**src/sv/wbtw_pkg.sv**
```systemverilog
package wbtw_pkg;

    // Word store geometry
    localparam int WORD_DEPTH = 32;
    localparam int WL_W       = $clog2(WORD_DEPTH + 1);
    localparam int ADDR_W     = $clog2(WORD_DEPTH);

    // Field and counter widths
    localparam int CHAR_W = 8;
    localparam int MAXL_W = 6;
    localparam int CAP_W  = 16;
    localparam int LINE_W = 16;

    // Configuration port
    localparam int CFG_IDX_W  = 1;
    localparam int CFG_DATA_W = 16;

    typedef logic [CFG_IDX_W-1:0] t_cfg_idx;
    typedef logic [CHAR_W-1:0]    t_char;

    localparam t_cfg_idx CFG_MAX_LINE = 1'd0;
    localparam t_cfg_idx CFG_OUT_CAP  = 1'd1;

    localparam logic [MAXL_W-1:0] MAXL_RESET = 6'd20;
    localparam logic [CAP_W-1:0]  CAP_RESET  = 16'd256;

    // Character codes
    localparam t_char CH_END = 8'h00;
    localparam t_char CH_LF  = 8'h0A;
    localparam t_char CH_CR  = 8'h0D;
    localparam t_char CH_SP  = 8'h20;

endpackage

```
**src/sv/wbtw_if.sv**
```systemverilog
interface wbtw_in_if;
    logic                  valid;
    logic                  ready;
    logic [wbtw_pkg::CHAR_W-1:0] in_char;

    modport source (output valid, output in_char, input ready);
    modport sink   (input valid, input in_char, output ready);
endinterface

interface wbtw_out_if;
    logic                  valid;
    logic                  ready;
    logic [wbtw_pkg::CHAR_W-1:0] out_char;
    logic                  last_of_run;

    modport source (output valid, output out_char, output last_of_run, input ready);
    modport sink   (input valid, input out_char, input last_of_run, output ready);
endinterface

```
**src/sv/wbtw_ram.sv**
```systemverilog
module wbtw_ram #(
    parameter int WIDTH = 8,
    parameter int DEPTH = 32
) (
    input  logic                     i_clk,
    input  logic                     i_we,
    input  logic [$clog2(DEPTH)-1:0] i_waddr,
    input  logic [WIDTH-1:0]         i_wdata,
    input  logic                     i_re,
    input  logic [$clog2(DEPTH)-1:0] i_raddr,
    output logic [WIDTH-1:0]         o_rdata
);

    logic [WIDTH-1:0] r_mem [DEPTH];
    logic [WIDTH-1:0] r_rdata;

    // Write port and registered read port
    always_ff @(posedge i_clk) begin
        if (i_we) begin
            r_mem[i_waddr] <= i_wdata;
        end
        if (i_re) begin
            r_rdata <= r_mem[i_raddr];
        end
    end

    assign o_rdata = r_rdata;

endmodule

```
**src/sv/word_boundary_text_wrapper.sv**
```systemverilog
// Channel   Dir  Payload                      Transfer
// i_in      in   in_char[7:0]                 valid && ready
// o_out     out  out_char[7:0], last_of_run   valid && ready
// i_cfg_*   in   idx[0], wdata[15:0]          i_cfg_we
//
// A buffered word character or a dropped space is taken in S_IDLE alone. Other
// items run accept, CR LF when wrapping, a read start and n reads for a buffered
// word of n, the trailing character and one finish; a lone delimiter or streamed
// character runs accept, the trailing character and finish; a filled store has no trailer.
// Reset (synchronous, active low) clears the line state and loads register
// defaults; the word store needs no clearing. A stalled output holds the
// sequencer; the input is taken only between items.
module word_boundary_text_wrapper (
    input  logic                              i_clk,
    input  logic                              i_rst_n,
    input  logic                              i_cfg_we,
    input  logic [wbtw_pkg::CFG_IDX_W-1:0]    i_cfg_idx,
    input  logic [wbtw_pkg::CFG_DATA_W-1:0]   i_cfg_wdata,
    wbtw_in_if.sink                           i_in,
    wbtw_out_if.source                        o_out
);

    import wbtw_pkg::*;

    typedef enum logic [2:0] {
        S_IDLE, S_CR, S_LF, S_RA, S_RD, S_TAIL, S_FIN
    } t_state;

    typedef enum logic [2:0] {
        TR_NONE, TR_END, TR_CR, TR_LF, TR_SP, TR_CHAR
    } t_trail;

    // Saturating line length add
    function automatic logic [LINE_W-1:0] sat_add(logic [LINE_W-1:0] a,
                                                  logic [WL_W-1:0] n);
        logic [LINE_W:0] s;
        s = {1'b0, a} + {{(LINE_W + 1 - WL_W){1'b0}}, n};
        return s[LINE_W] ? {LINE_W{1'b1}} : s[LINE_W-1:0];
    endfunction

    t_state              r_state;
    t_trail              r_trail;
    logic [MAXL_W-1:0]   r_max;
    logic [CAP_W-1:0]    r_cap;
    logic [LINE_W-1:0]   r_line;
    logic [CAP_W-1:0]    r_emit;
    logic [WL_W-1:0]     r_wl;
    logic                r_isr;
    logic                r_pass;
    logic [WL_W-1:0]     r_w;
    t_char               r_ch;
    logic [ADDR_W-1:0]   r_idx;
    logic                r_pv;
    t_char               r_pch;
    logic                r_ov;
    t_char               r_och;
    logic                r_olast;

    t_char               ram_rdata;
    logic                ram_re;
    logic [ADDR_W-1:0]   ram_raddr;
    logic                ram_we;

    // Handshake helpers
    logic out_free, push_ok, emit_ok, accept;
    assign out_free = !r_ov || o_out.ready;
    assign push_ok  = !r_pv || out_free;
    assign emit_ok  = ({1'b0, r_emit} + 17'd1) < {1'b0, r_cap};
    assign accept   = i_in.valid && (r_state == S_IDLE);

    // Decode the accepted character
    t_char            c;
    logic             is_end, is_cr, is_lf, is_sp, is_word;
    logic             had_store, had, fill;
    logic             d_start, d_wrap_en, d_wrap;
    logic [WL_W-1:0]  d_w;
    t_trail           d_trail;
    logic [LINE_W:0]  line_sum;

    assign c       = i_in.in_char;
    assign is_end  = (c == CH_END);
    assign is_cr   = (c == CH_CR);
    assign is_lf   = (c == CH_LF);
    assign is_sp   = (c == CH_SP);
    assign is_word = !(is_end || is_cr || is_lf || is_sp);
    assign had_store = !r_pass && (r_wl != '0);
    assign had       = r_pass || had_store;
    assign fill      = ((r_wl + 1'b1) == WL_W'(WORD_DEPTH));

    always_comb begin
        d_start   = 1'b1;
        d_wrap_en = had_store;
        d_w       = had_store ? r_wl : '0;
        d_trail   = TR_NONE;
        if (is_end) begin
            d_trail = TR_END;
        end else if (is_cr) begin
            d_trail = TR_CR;
        end else if (is_lf) begin
            d_trail = TR_LF;
        end else if (is_sp) begin
            d_trail = TR_SP;
            if (!had) begin
                d_wrap_en = !r_isr;
                d_start   = r_isr || (r_line != '0);
            end
        end else if (r_pass) begin
            d_trail   = TR_CHAR;
            d_wrap_en = 1'b0;
            d_w       = '0;
        end else begin
            d_wrap_en = 1'b1;
            d_w       = WL_W'(WORD_DEPTH);
            d_start   = fill;
        end
    end

    assign line_sum = {1'b0, r_line} + {{(LINE_W + 1 - WL_W){1'b0}}, d_w};
    assign d_wrap   = d_wrap_en && (r_line != '0)
                   && (line_sum > {{(LINE_W + 1 - MAXL_W){1'b0}}, r_max})
                   && (({1'b0, r_emit} + 17'd3) < {1'b0, r_cap});

    // Per-state result generation and progress
    logic  gen, step, rd_last;
    t_char gen_char;

    assign rd_last = (({1'b0, r_idx} + 1'b1) == r_w);

    always_comb begin
        gen       = 1'b0;
        gen_char  = CH_END;
        step      = 1'b0;
        ram_re    = 1'b0;
        ram_raddr = r_idx + 1'b1;
        case (r_state)
            S_CR: begin
                gen = 1'b1; gen_char = CH_CR; step = push_ok;
            end
            S_LF: begin
                gen = 1'b1; gen_char = CH_LF; step = push_ok;
            end
            S_RA: begin
                ram_re = 1'b1; ram_raddr = '0; step = 1'b1;
            end
            S_RD: begin
                gen      = emit_ok;
                gen_char = ram_rdata;
                step     = !emit_ok || push_ok;
                ram_re   = step && !rd_last;
            end
            S_TAIL: begin
                case (r_trail)
                    TR_END:  begin gen = 1'b1;    gen_char = CH_END; end
                    TR_CR:   begin gen = emit_ok; gen_char = CH_CR;  end
                    TR_LF:   begin gen = emit_ok; gen_char = CH_LF;  end
                    TR_SP:   begin gen = emit_ok; gen_char = CH_SP;  end
                    TR_CHAR: begin gen = emit_ok; gen_char = r_ch;   end
                    default: begin gen = 1'b0;    gen_char = CH_END; end
                endcase
                step = !gen || push_ok;
            end
            S_FIN: begin
                step = !r_pv || out_free;
            end
            default: begin
                step = 1'b0;
            end
        endcase
    end

    assign ram_we = accept && is_word && !r_pass;

    wbtw_ram #(
        .WIDTH (CHAR_W),
        .DEPTH (WORD_DEPTH)
    ) u_store (
        .i_clk   (i_clk),
        .i_we    (ram_we),
        .i_waddr (r_wl[ADDR_W-1:0]),
        .i_wdata (c),
        .i_re    (ram_re),
        .i_raddr (ram_raddr),
        .o_rdata (ram_rdata)
    );

    logic do_gen, do_fin;
    assign do_gen = gen && step;
    assign do_fin = (r_state == S_FIN) && step;

    // Sequencer, line state and output registers
    always_ff @(posedge i_clk) begin
        if (!i_rst_n) begin
            r_state <= S_IDLE;
            r_max   <= MAXL_RESET;
            r_cap   <= CAP_RESET;
            r_line  <= '0;
            r_emit  <= '0;
            r_wl    <= '0;
            r_isr   <= 1'b0;
            r_pass  <= 1'b0;
            r_pv    <= 1'b0;
            r_ov    <= 1'b0;
        end else begin
            // Configuration writes
            if (i_cfg_we) begin
                case (i_cfg_idx)
                    CFG_MAX_LINE: r_max <= i_cfg_wdata[MAXL_W-1:0];
                    CFG_OUT_CAP:  r_cap <= i_cfg_wdata[CAP_W-1:0];
                    default: ;
                endcase
            end

            // Move the held item to the output, or drain it
            if (do_gen && r_pv) begin
                r_ov    <= 1'b1;
                r_och   <= r_pch;
                r_olast <= 1'b0;
            end else if (do_fin && r_pv) begin
                r_ov    <= 1'b1;
                r_och   <= r_pch;
                r_olast <= 1'b1;
            end else if (o_out.ready) begin
                r_ov <= 1'b0;
            end

            // Hold the newest item until the next one shows whether it is last;
            // the terminator restarts the count for the next text
            if (do_gen) begin
                r_pv   <= 1'b1;
                r_pch  <= gen_char;
                r_emit <= (r_state == S_TAIL && r_trail == TR_END) ? '0
                                                                   : r_emit + 1'b1;
            end else if (do_fin) begin
                r_pv <= 1'b0;
            end

            case (r_state)
                S_IDLE: begin
                    if (accept) begin
                        r_w     <= d_w;
                        r_trail <= d_trail;
                        r_ch    <= c;
                        if (is_word) begin
                            r_isr <= 1'b0;
                            if (!r_pass) begin
                                r_wl   <= fill ? '0 : r_wl + 1'b1;
                                r_pass <= fill;
                            end
                        end else begin
                            r_wl   <= '0;
                            r_pass <= 1'b0;
                            r_isr  <= is_sp && d_start;
                        end
                        if (!d_start) begin
                            r_state <= S_IDLE;
                        end else if (d_wrap) begin
                            r_state <= S_CR;
                        end else if (d_w != '0) begin
                            r_state <= S_RA;
                        end else begin
                            r_state <= S_TAIL;
                        end
                    end
                end
                S_CR: begin
                    if (step) begin
                        r_line  <= '0;
                        r_state <= S_LF;
                    end
                end
                S_LF: begin
                    if (step) begin
                        r_state <= (r_w != '0) ? S_RA : S_TAIL;
                    end
                end
                S_RA: begin
                    r_idx   <= '0;
                    r_state <= S_RD;
                end
                S_RD: begin
                    if (step) begin
                        if (rd_last) begin
                            r_line  <= sat_add(r_line, r_w);
                            r_state <= (r_trail == TR_NONE) ? S_FIN : S_TAIL;
                        end else begin
                            r_idx <= r_idx + 1'b1;
                        end
                    end
                end
                S_TAIL: begin
                    if (step) begin
                        case (r_trail)
                            TR_END: begin
                                r_line <= '0;
                                r_wl   <= '0;
                                r_isr  <= 1'b0;
                                r_pass <= 1'b0;
                            end
                            TR_LF:   r_line <= '0;
                            TR_SP:   r_line <= sat_add(r_line, WL_W'(1));
                            TR_CHAR: r_line <= sat_add(r_line, WL_W'(1));
                            default: ;
                        endcase
                        r_state <= S_FIN;
                    end
                end
                S_FIN: begin
                    if (step) begin
                        r_state <= S_IDLE;
                    end
                end
                default: begin
                    r_state <= S_IDLE;
                end
            endcase
        end
    end

    assign i_in.ready        = (r_state == S_IDLE);
    assign o_out.valid       = r_ov;
    assign o_out.out_char    = r_och;
    assign o_out.last_of_run = r_olast;

endmodule

```
**src/flat_wrapper.sv**
```systemverilog
// flat-port wrapper written by rule: the top's interface ports become plain ports
module word_boundary_text_wrapper_flat import wbtw_pkg::*;
  (i_clk, i_rst_n, i_cfg_we, i_cfg_idx, i_cfg_wdata, i_in_valid, i_in_in_char, i_in_ready, o_out_valid, o_out_out_char, o_out_last_of_run, o_out_ready);
  wbtw_in_if i_in_i ();
  wbtw_out_if o_out_i ();
  input  logic i_clk;
  input  logic i_rst_n;
  input  logic i_cfg_we;
  input  logic [wbtw_pkg::CFG_IDX_W-1:0] i_cfg_idx;
  input  logic [wbtw_pkg::CFG_DATA_W-1:0] i_cfg_wdata;
  input wire logic [$bits(i_in_i.valid)-1:0] i_in_valid;
  input wire logic [$bits(i_in_i.in_char)-1:0] i_in_in_char;
  output wire logic [$bits(i_in_i.ready)-1:0] i_in_ready;
  output wire logic [$bits(o_out_i.valid)-1:0] o_out_valid;
  output wire logic [$bits(o_out_i.out_char)-1:0] o_out_out_char;
  output wire logic [$bits(o_out_i.last_of_run)-1:0] o_out_last_of_run;
  input wire logic [$bits(o_out_i.ready)-1:0] o_out_ready;
  assign i_in_i.valid = i_in_valid;
  assign i_in_i.in_char = i_in_in_char;
  assign i_in_ready = i_in_i.ready;
  assign o_out_valid = o_out_i.valid;
  assign o_out_out_char = o_out_i.out_char;
  assign o_out_last_of_run = o_out_i.last_of_run;
  assign o_out_i.ready = o_out_ready;
  word_boundary_text_wrapper u_core (.i_clk(i_clk), .i_rst_n(i_rst_n), .i_cfg_we(i_cfg_we), .i_cfg_idx(i_cfg_idx), .i_cfg_wdata(i_cfg_wdata), .i_in(i_in_i), .o_out(o_out_i));
endmodule
```
**config.mk**
```make
export PLATFORM = sky130hd
export DESIGN_NAME = word_boundary_text_wrapper_flat
export DESIGN_NICKNAME = d
export VERILOG_FILES = /design/src/sv/wbtw_pkg.sv /design/src/sv/wbtw_if.sv /design/src/sv/wbtw_ram.sv /design/src/sv/word_boundary_text_wrapper.sv /design/src/flat_wrapper.sv
export SDC_FILE = /design/constraint.sdc
export NUM_CORES = 1
export LEC_CHECK = 0
export ABC_AREA = 1
export BUFFER_PORTS_ARGS = -buffer_cell sky130_fd_sc_hd__buf_2
export CORE_ASPECT_RATIO = 0.75
export CORE_MARGIN = 2
export CORE_UTILIZATION = 60
export CTS_CLUSTER_SIZE = 12
export DETAILED_ROUTE_END_ITERATION = 10
export PLACE_DENSITY_LB_ADDON = 0.2
export SLEW_MARGIN = 20
export SYNTH_ARGS = -nofsm -noshare
export SYNTH_HDL_FRONTEND = slang
export SYNTH_SLANG_ARGS = --single-unit
```
**constraint.sdc**
```tcl
create_clock -name i_clk -period 4.7 [get_ports i_clk]
set_clock_uncertainty 0.1 [all_clocks]
set_input_delay 0.47 -clock i_clk [delete_from_list [all_inputs] [get_ports i_clk]]
set_output_delay 0.47 -clock i_clk [all_outputs]
set_load 0.05 [all_outputs]
```
======== Yosys cells after proc, flatten, opt, wreduce, memory -nomap -nowiden ========
Memory sizes are Yosys's and may differ from the RTL's. A register that Yosys moved wholly into a read port is not among the register bits.
Index checks and enable logic that the tools add are counted.
word-level totals
  flip-flop bits (word level) ............. 106
  bits in writable memories ............... 256
  bits of input ports ..................... 30
  output and inout port bits .............. 11
  word-level logic and storage cells ...... 199
  memories ................................ 1
operators by class
  add/sub/neg operators ................... 9
  $lt $le $gt $ge ......................... 3
  eq/ne operators ......................... 27
  muxes and demuxes ....................... 80
  bitwise logic cells ..................... 1
  reduce and logical (&&, ||, !) cells .... 60
memory list
  name                  depth  bits a word  rd ports  clocked after Yosys merged registers in  wr ports  line            source
  u_core.u_store.r_mem  32     8            1         1                                        1         wbtw_ram.sv:14  logic [WIDTH-1:0] r_mem [DEPTH];
operators by type and width
  operator                 number
  $mux W16                 7
  $mux W6                  12
  $pmux W8 S4              2
  $pmux W16 S3             1
  $mux W3                  13
  $add A16 B1 Y17 const B  2
  $add A16 B6 Y17          2
  $lt A17 B16 Y1           2
  $pmux W16 S2             1
  $mux W1                  27
  $pmux W3 S7              1
  $reduce_bool A6 Y1       3
  $add A16 B2 Y17 const B  1
  $gt A17 B6 Y1            1
  $add A16 B1 Y16 const B  1
  $eq A8 B4 Y1 const B     2
  $mux W8                  2
  $reduce_bool A16 Y1      1
  $eq A3 B3 Y1 const B     5
  $mux W5                  3
  $logic_and A1 B1 Y1      14
  $ne A2 B1 Y1 const B     7
  $eq A3 B2 Y1 const B     4
  $pmux W6 S2              1
  30 further kinds         65

======== Logic depth before layout (Yosys ltp) ========
  depth in word-level cells ............... 15
  depth in mapped cells ................... 31
  depth with buffers taken out ............ 30

======== Cells and area by module ========
From an unflattened synthesis, not the netlist that was laid out.
second synthesis, totals
  cells, all modules ...................... 2056
  area, all modules ....................... 18811.8 µm²
by module, submodules not included
  module                      times used  cells an instance  area an instance (µm²)  sequential area each (µm²)
  wbtw_ram                    1           922                10866.7                 7927.6
  word_boundary_text_wrapper  1           1134               7945.1                  2512.4

======== Worst setup path before layout ========
No wires, ideal clock.
  kind .................................... reg2reg
  start point ............................. register u_core.r_emit[0]
  end point ............................... register u_core.r_olast, in the netlist u_core.o_out.last_of_run (enable)
  arrival time ............................ 3.136 ns
  path slack .............................. 1.090 ns
  stages on the path, launching flop included .. 21
  path buffers ............................ 0
  cells stage by stage .................... dfxtp_1 inv_1 nor3_1 inv_1 nor2_1 inv_1 nor2_1 nand3_1 xor2_1 ha_1 nand2_1 inv_1 a21oi_1 o21ai_1 nor2_1 nand3_2 o211ai_1 nand2_2 nand2_1 nand2_1 nor2_1
between the ends
  cells in the longest elaborated chain, start to end .. 11
  elaborated cells on any way between the ends .. 16
ends and longest elaborated chain
  item                                     line                                                                  source
  start: declaration                       word_boundary_text_wrapper.sv:46                                      logic [CAP_W-1:0] r_emit;
  start signal: assignment                 word_boundary_text_wrapper.sv:231                                     r_emit <= (r_state == S_TAIL && r_trail == TR_END) ? '0
  $add A16 B1 Y17 (*)                      word_boundary_text_wrapper.sv:68                                      assign emit_ok = ({1'b0, r_emit} + 17'd1) < {1'b0, r_cap};
  $lt A17 B16 Y1 (*)                       word_boundary_text_wrapper.sv:68
  $pmux W1 S2                              word_boundary_text_wrapper.sv:152                                     case (r_trail)
  $mux W1                                  word_boundary_text_wrapper.sv:135                                     case (r_state)
  $logic_not A1 Y1                         word_boundary_text_wrapper.sv:160                                     step = !gen || push_ok;
  $logic_or A1 B1 Y1                       word_boundary_text_wrapper.sv:160
  $pmux W1 S4                              word_boundary_text_wrapper.sv:135
  $logic_and A1 B1 Y1 (on tied branches)   word_boundary_text_wrapper.sv:188, word_boundary_text_wrapper.sv:187
  $logic_and A1 B1 Y1 (on tied branches)   word_boundary_text_wrapper.sv:218, word_boundary_text_wrapper.sv:214
  $reduce_bool A2 Y1 (no source line) (*)  -
  $reduce_and A2 Y1 (no source line) (*)   -
  end signal: assignment                   word_boundary_text_wrapper.sv:217                                     r_olast <= 1'b0;
  end signal: assignment                   word_boundary_text_wrapper.sv:221                                     r_olast <= 1'b1;
  end: declaration                         word_boundary_text_wrapper.sv:57                                      logic r_olast;
Every way passes the cells marked *; elsewhere a longest branch is shown, timed or not. The select of a mux whose other input is x is not followed.
A chain may end at the register's enable or synchronous reset.

======== Worst setup path in the final report ========
  start point ............................. register u_core.r_emit[0]
  end point ............................... register u_core.r_pch[4] (enable)
between the ends
  cells in the longest elaborated chain, start to end .. 9
  elaborated cells on any way between the ends .. 12
ends and longest elaborated chain
  item                                    line                               source
  $add A16 B1 Y17 (*)                     word_boundary_text_wrapper.sv:68
  $lt A17 B16 Y1 (*)                      word_boundary_text_wrapper.sv:68
  $pmux W1 S2                             word_boundary_text_wrapper.sv:152
  $mux W1                                 word_boundary_text_wrapper.sv:135
  $logic_not A1 Y1                        word_boundary_text_wrapper.sv:160
  $logic_or A1 B1 Y1                      word_boundary_text_wrapper.sv:160
  $pmux W1 S4                             word_boundary_text_wrapper.sv:135
  $logic_and A1 B1 Y1 (*)                 word_boundary_text_wrapper.sv:187  assign do_gen = gen && step;
  $reduce_and A2 Y1 (no source line) (*)  -
  end signal: assignment                  word_boundary_text_wrapper.sv:230  r_pch <= gen_char;
  end: declaration                        word_boundary_text_wrapper.sv:54   t_char r_pch;
Marks and branches as above.

==> impl_metrics.xml <==
<?xml version="1.0" encoding="UTF-8"?>
<metrics>
  <group name="power">
    <metric name="max-vdd-ir-drop" unit="mV">0.334</metric>
    <metric name="comb_power_share" unit="%">29.7</metric>
    <metric name="sw_share" unit="%">36.1</metric>
    <metric name="pwr-share-clk" unit="%">29.0</metric>
    <metric name="power.share.sequential" unit="%">41.3</metric>
    <metric name="p_leak" unit="nW">7.76</metric>
    <metric name="p_per_area" unit="mW/mm^2">492</metric>
    <metric name="switchingPower" unit="mW">3.56</metric>
    <metric name="power_report.internal_total" unit="mW">6.30</metric>
  </group>
  <group name="cts">
    <metric name="cts_tree" unit="">done</metric>
    <metric name="ctsHtreeMaxLevel" unit="">2</metric>
    <metric name="clock_sink_total" unit="">370</metric>
    <metric name="clk-insertion-delay-late" unit="ns">0.54</metric>
    <metric name="cts-root-buf" unit="">sky130_fd_sc_hd__clkbuf_16</metric>
    <metric name="numCtsBuffers" unit="">39</metric>
    <metric name="cts-root-to-sink-buffers" unit="">3</metric>
    <metric name="clkTransAtPathRegs" unit="ns">0.06</metric>
    <metric name="post-cts-setup-buffers" unit="">0</metric>
    <metric name="number_of_buffers_inserted_by_hold_repair_at_cts" unit="">0</metric>
    <metric name="postCtsResizedCells" unit="">0</metric>
  </group>
  <group name="place">
    <metric name="place.gp.congestion" unit="">0.927</metric>
    <metric name="placed_cell_area" unit="sq mm">0.0189</metric>
    <metric name="buffer_ports.inserted" unit="">40</metric>
    <metric name="placed_wire_length_estimate_after_detailed_placement" unit="mm">31.9</metric>
  </group>
  <group name="global_route">
    <metric name="first_global_vias" unit="">12897</metric>
    <metric name="number_of_antenna_violations_at_the_first_check_in_global_routing" unit="">1</metric>
    <metric name="grt_start_max_net_pins" unit="">129</metric>
    <metric name="grt-ovfl-total" unit="">0</metric>
    <metric name="grt_first_pass_wirelength" unit="mm">73.5</metric>
    <metric name="gr_util_all_layers" unit="%">30.4</metric>
  </group>
  <group name="outcome">
    <metric name="run_status" unit="">finished clean</metric>
  </group>
  <group name="worst_setup_path">
    <metric name="reg2reg_setup_slack" unit="ns">0.35</metric>
    <metric name="end_kind" unit="">flip-flop</metric>
    <metric name="crit_path_end" unit="">u_core.r_pch[4]$_DFFE_PP_</metric>
    <metric name="criticalPathCategory" unit="">flip-flop to flip-flop</metric>
    <metric name="rr_endpoint" unit="">u_core.r_pch[4]$_DFFE_PP_</metric>
    <metric name="worstSetupStartpointType" unit="">flip-flop</metric>
    <metric name="critical_path.startpoint" unit="">u_core.r_emit[0]$_SDFFE_PN0P_</metric>
    <metric name="r2r_start" unit="">u_core.r_emit[0]$_SDFFE_PN0P_</metric>
    <metric name="worst_ep_arrival_time" unit="ns">4.47</metric>
    <metric name="reg2reg_depth" unit="">20</metric>
    <metric name="cp_data_required_time" unit="ns">4.82</metric>
    <metric name="path_max_fanout" unit="">15</metric>
  </group>
  <group name="yosys">
    <metric name="ys_warn_count" unit="">0</metric>
    <metric name="postSynthAreaPerCell" unit="sq um">9.53</metric>
    <metric name="synth-edff-count" unit="">303</metric>
    <metric name="ys_async_sr_fraction" unit="%">0</metric>
    <metric name="sequential_share_of_the_synthesized_area" unit="%">57.1</metric>
    <metric name="syn_nets" unit="">2008</metric>
    <metric name="synth.lib_cells_used.distinct" unit="">49</metric>
    <metric name="dominantRegCellSynth" unit="">sky130_fd_sc_hd__edfxtp_1</metric>
    <metric name="synth.ff_latch_count" unit="">370</metric>
    <metric name="synth_cells" unit="">1917</metric>
    <metric name="area_of_the_mapped_netlist" unit="sq mm">0.0183</metric>
  </group>
  <group name="final_layout">
    <metric name="filler_cell_count_in_the_final_layout" unit="">2334</metric>
    <metric name="final_cell_area" unit="sq mm">0.0200</metric>
    <metric name="finish.net_count" unit="">2045</metric>
    <metric name="syn_to_final_growth" unit="%">9.68</metric>
    <metric name="insertedDiodeCount" unit="">0</metric>
    <metric name="final_layout_size_suffix_gt1_share" unit="%">8.82</metric>
  </group>
  <group name="die">
    <metric name="fp.coreArea" unit="sq mm">0.0301</metric>
    <metric name="floorplan.die_area" unit="sq mm">0.0319</metric>
    <metric name="floorplan.io_pins" unit="">41</metric>
    <metric name="initial_utilization" unit="%">60.8</metric>
    <metric name="die_h" unit="um">155</metric>
    <metric name="die-width" unit="um">206</metric>
    <metric name="placementRows" unit="">55</metric>
  </group>
  <group name="timing">
    <metric name="worst_pin_slew" unit="ns">0.925</metric>
    <metric name="final_hold_viol_count" unit="">0</metric>
    <metric name="timing.final.setup_violations" unit="">0</metric>
    <metric name="slew-limit-headroom" unit="%">37.5</metric>
    <metric name="setup_repair_after_global_routing_missed_its_margin" unit="">no</metric>
    <metric name="totalNegativeSetupSlack" unit="ns">0</metric>
    <metric name="post_route_fraction_of_the_period_consumed_by_the_critical_path" unit="%">92.6</metric>
    <metric name="drv_slew" unit="">0</metric>
    <metric name="achievable-frequency" unit="GHz">0.230</metric>
    <metric name="post-route-min-period" unit="ns">4.35</metric>
  </group>
  <group name="detailed_routing">
    <metric name="drc_errors" unit="">0</metric>
    <metric name="wl" unit="mm">47.8</metric>
    <metric name="dr_total_vias" unit="">14311</metric>
    <metric name="count_of_antenna_violating_nets_left_after_detailed_routing" unit="">0</metric>
    <metric name="routed_via_density" unit="">6.03</metric>
    <metric name="drt-wirelength-per-cell" unit="um">20.2</metric>
    <metric name="drt_pre_antenna_iters" unit="">5</metric>
    <metric name="drt_first_iter_violations" unit="">1727</metric>
  </group>
  <group name="hold_path">
    <metric name="hp-class" unit="">primary input to flip-flop</metric>
  </group>
  <group name="run">
    <metric name="max_cap_viol_count" unit="">0</metric>
  </group>
</metrics>
registers in the layout (all words and copies together), names as in the netlist:
signal / flops
u_core.r_w: 6
u_core.r_wl: 6
u_core.r_max: 6
u_core.r_cap: 16
u_core.o_out.out_char: 8
u_core.r_line: 16
u_core.r_trail: 3
u_core.r_pass: 1
u_core.r_state: 3
u_core.r_pch: 8
u_core.r_idx: 5
u_core.u_store.r_mem: 256
u_core.r_ch: 8
u_core.r_pv: 1
u_core.o_out.valid: 1
u_core.r_isr: 1
u_core.r_emit: 16
u_core.o_out.last_of_run: 1
u_core.u_store.o_rdata: 8
logic make-up after synthesis:
| kind of cell | Yosys count | share of synthesized area [%] |
|---|---|---|
| adders and majority gates | 61 | 4.26 |
| buffers and inverters | 249 | 5.39 |
| and+or+nand+nor | 848 | 19.5 |
| AOI/OAI and AO/OA | 347 | 11.7 |
| xor gates and xnor gates | 42 | 2.01 |
| DFF | 370 | 57.1 |
stage by stage:
| stage | cells | total power, mW | hold slack, ns | util (%) | setup slack [ns] |
|---|---|---|---|---|---|
| 2_1_floorplan | 1917 | 6.09 | 0.300 | - | 1.09 |
| 3_3_place_gp | 2312 | 6.92 | 0.348 | 62.9 | 0.622 |
| 3_5_place_dp | 2312 | 6.97 | 0.348 | 62.9 | 0.494 |
| 4_1_cts | 2372 | 9.80 | 0.0515 | 66.7 | 0.466 |
| 5_1_grt | 2372 | 10.3 | 0.0684 | 66.7 | 0.00999 |
| 6_report | 2372 | 9.86 | 0.0728 | 66.7 | 0.349 |
power by group through the flow:
stage | sequential (mW) | clock (mW) | combinational [mW]
floorplan | 4.03 | 0 | 2.06
global placement | 4.12 | 0 | 2.80
detailed placement | 4.12 | 0 | 2.85
CTS | 4.06 | 2.88 | 2.87
global route | 4.09 | 2.99 | 3.26
finish | 4.07 | 2.86 | 2.93
per-layer routing:
| metal | routed length [um] | track usage [%] | vias to the layer above | share of wire, % |
|---|---|---|---|---|
| met3 | 5640 | 6.77 | 72 | 12 |
| li1 | - | - | 6703 | - |
| met2 | 20200 | 43.3 | 759 | 42 |
| met4 | 789 | 6.54 | 2 | 1.6 |
| met5 | 12 | 0 | - | 0.025 |
| met1 | 21200 | 47.5 | 6775 | 44 |
critical path, stage by stage (launching register included):
cell and delay [ns]:
sky130_fd_sc_hd__dfxtp_1 0.40, sky130_fd_sc_hd__inv_1 0.12, sky130_fd_sc_hd__nor3_1 0.35, sky130_fd_sc_hd__inv_1 0.08, sky130_fd_sc_hd__nor2_1 0.27, sky130_fd_sc_hd__inv_1 0.10
sky130_fd_sc_hd__nor2_1 0.17, sky130_fd_sc_hd__nand3_1 0.13, sky130_fd_sc_hd__xor2_1 0.23, sky130_fd_sc_hd__ha_1 0.27, sky130_fd_sc_hd__nand2_1 0.08, sky130_fd_sc_hd__inv_1 0.06
sky130_fd_sc_hd__a21oi_1 0.12, sky130_fd_sc_hd__o21ai_1 0.07, sky130_fd_sc_hd__nor2_1 0.18, sky130_fd_sc_hd__nand3_2 0.15, sky130_fd_sc_hd__o211ai_1 0.21, sky130_fd_sc_hd__nand2_2 0.09
sky130_fd_sc_hd__inv_2 0.24, sky130_fd_sc_hd__nand2_1 0.28, sky130_fd_sc_hd__inv_1 0.32
cells in the mapped netlist, drive strengths merged, types with 3 or more instances:
cell type  number  area [sq um]
xnor2           6          52.6
a221o           3          30.0
nor3           22           115
o221ai         23           201
dfxtp          67          1340
buf            31           168
a31oi           6          37.5
nor2          314          1220
o22ai           9          56.3
edfxtp        303          9100
ha             59           738
clkbuf         45           169
xor2           36           315
o21bai          7          52.6
nand4          23           144
or2            22           138
o211ai         40           300
a32o            3          30.0
o311ai         25           219
o21ai         119           599
inv           172           646
nand2         353          1340
o31ai          10          75.1
a21oi          93           465
nand3         109           576
layout by cell type, fill, tap and decap left out, types with 23 or more instances in the layout:
cell type                   count
sky130_fd_sc_hd__a21oi_1       93
sky130_fd_sc_hd__buf_2         40
sky130_fd_sc_hd__nand3_1      103
sky130_fd_sc_hd__o221ai_1      23
sky130_fd_sc_hd__dfxtp_1       67
sky130_fd_sc_hd__edfxtp_1     303
sky130_fd_sc_hd__nor2_1       307
sky130_fd_sc_hd__nand2_1      346
sky130_fd_sc_hd__nand4_1       23
sky130_fd_sc_hd__buf_4         30
sky130_fd_sc_hd__xor2_1        36
sky130_fd_sc_hd__ha_1          59
sky130_fd_sc_hd__o211ai_1      40
sky130_fd_sc_hd__o21ai_0      111
sky130_fd_sc_hd__inv_1        161
sky130_fd_sc_hd__clkbuf_16     40
worst min path at each step:
stage / slack [ns] / from / cells after the start / endpoint
after detailed placement: 0.35 / u_core.r_pch[4]$_DFFE_PP_ / 0 / u_core.o_out.out_char[4]$_DFFE_PP_
after global routing: 0.07 / i_cfg_wdata[8] / 3 / u_core.r_cap[8]$_SDFFE_PN1P_
after CTS: 0.05 / i_cfg_wdata[8] / 3 / u_core.r_cap[8]$_SDFFE_PN1P_
after global placement: 0.35 / u_core.r_pch[6]$_DFFE_PP_ / 0 / u_core.o_out.out_char[6]$_DFFE_PP_
final: 0.07 / i_cfg_wdata[8] / 3 / u_core.r_cap[8]$_SDFFE_PN1P_
after floorplan: 0.30 / u_core.r_pch[0]$_DFFE_PP_ / 0 / u_core.o_out.out_char[0]$_DFFE_PP_
final cells by class:
type	instances	area, sq um	area share [%]
Clock buffer	49	1030	5.16
Inverter	173	649	3.24
Tap cell	399	499	2.49
Timing Repair Buffer	72	465	2.32
Clock inverter	11	98.8	0.493
Sequential cell	370	10400	52.1
Multi-Input combinational cell	1298	6860	34.2
No activity file was read; power rests on OpenSTA's default activity.
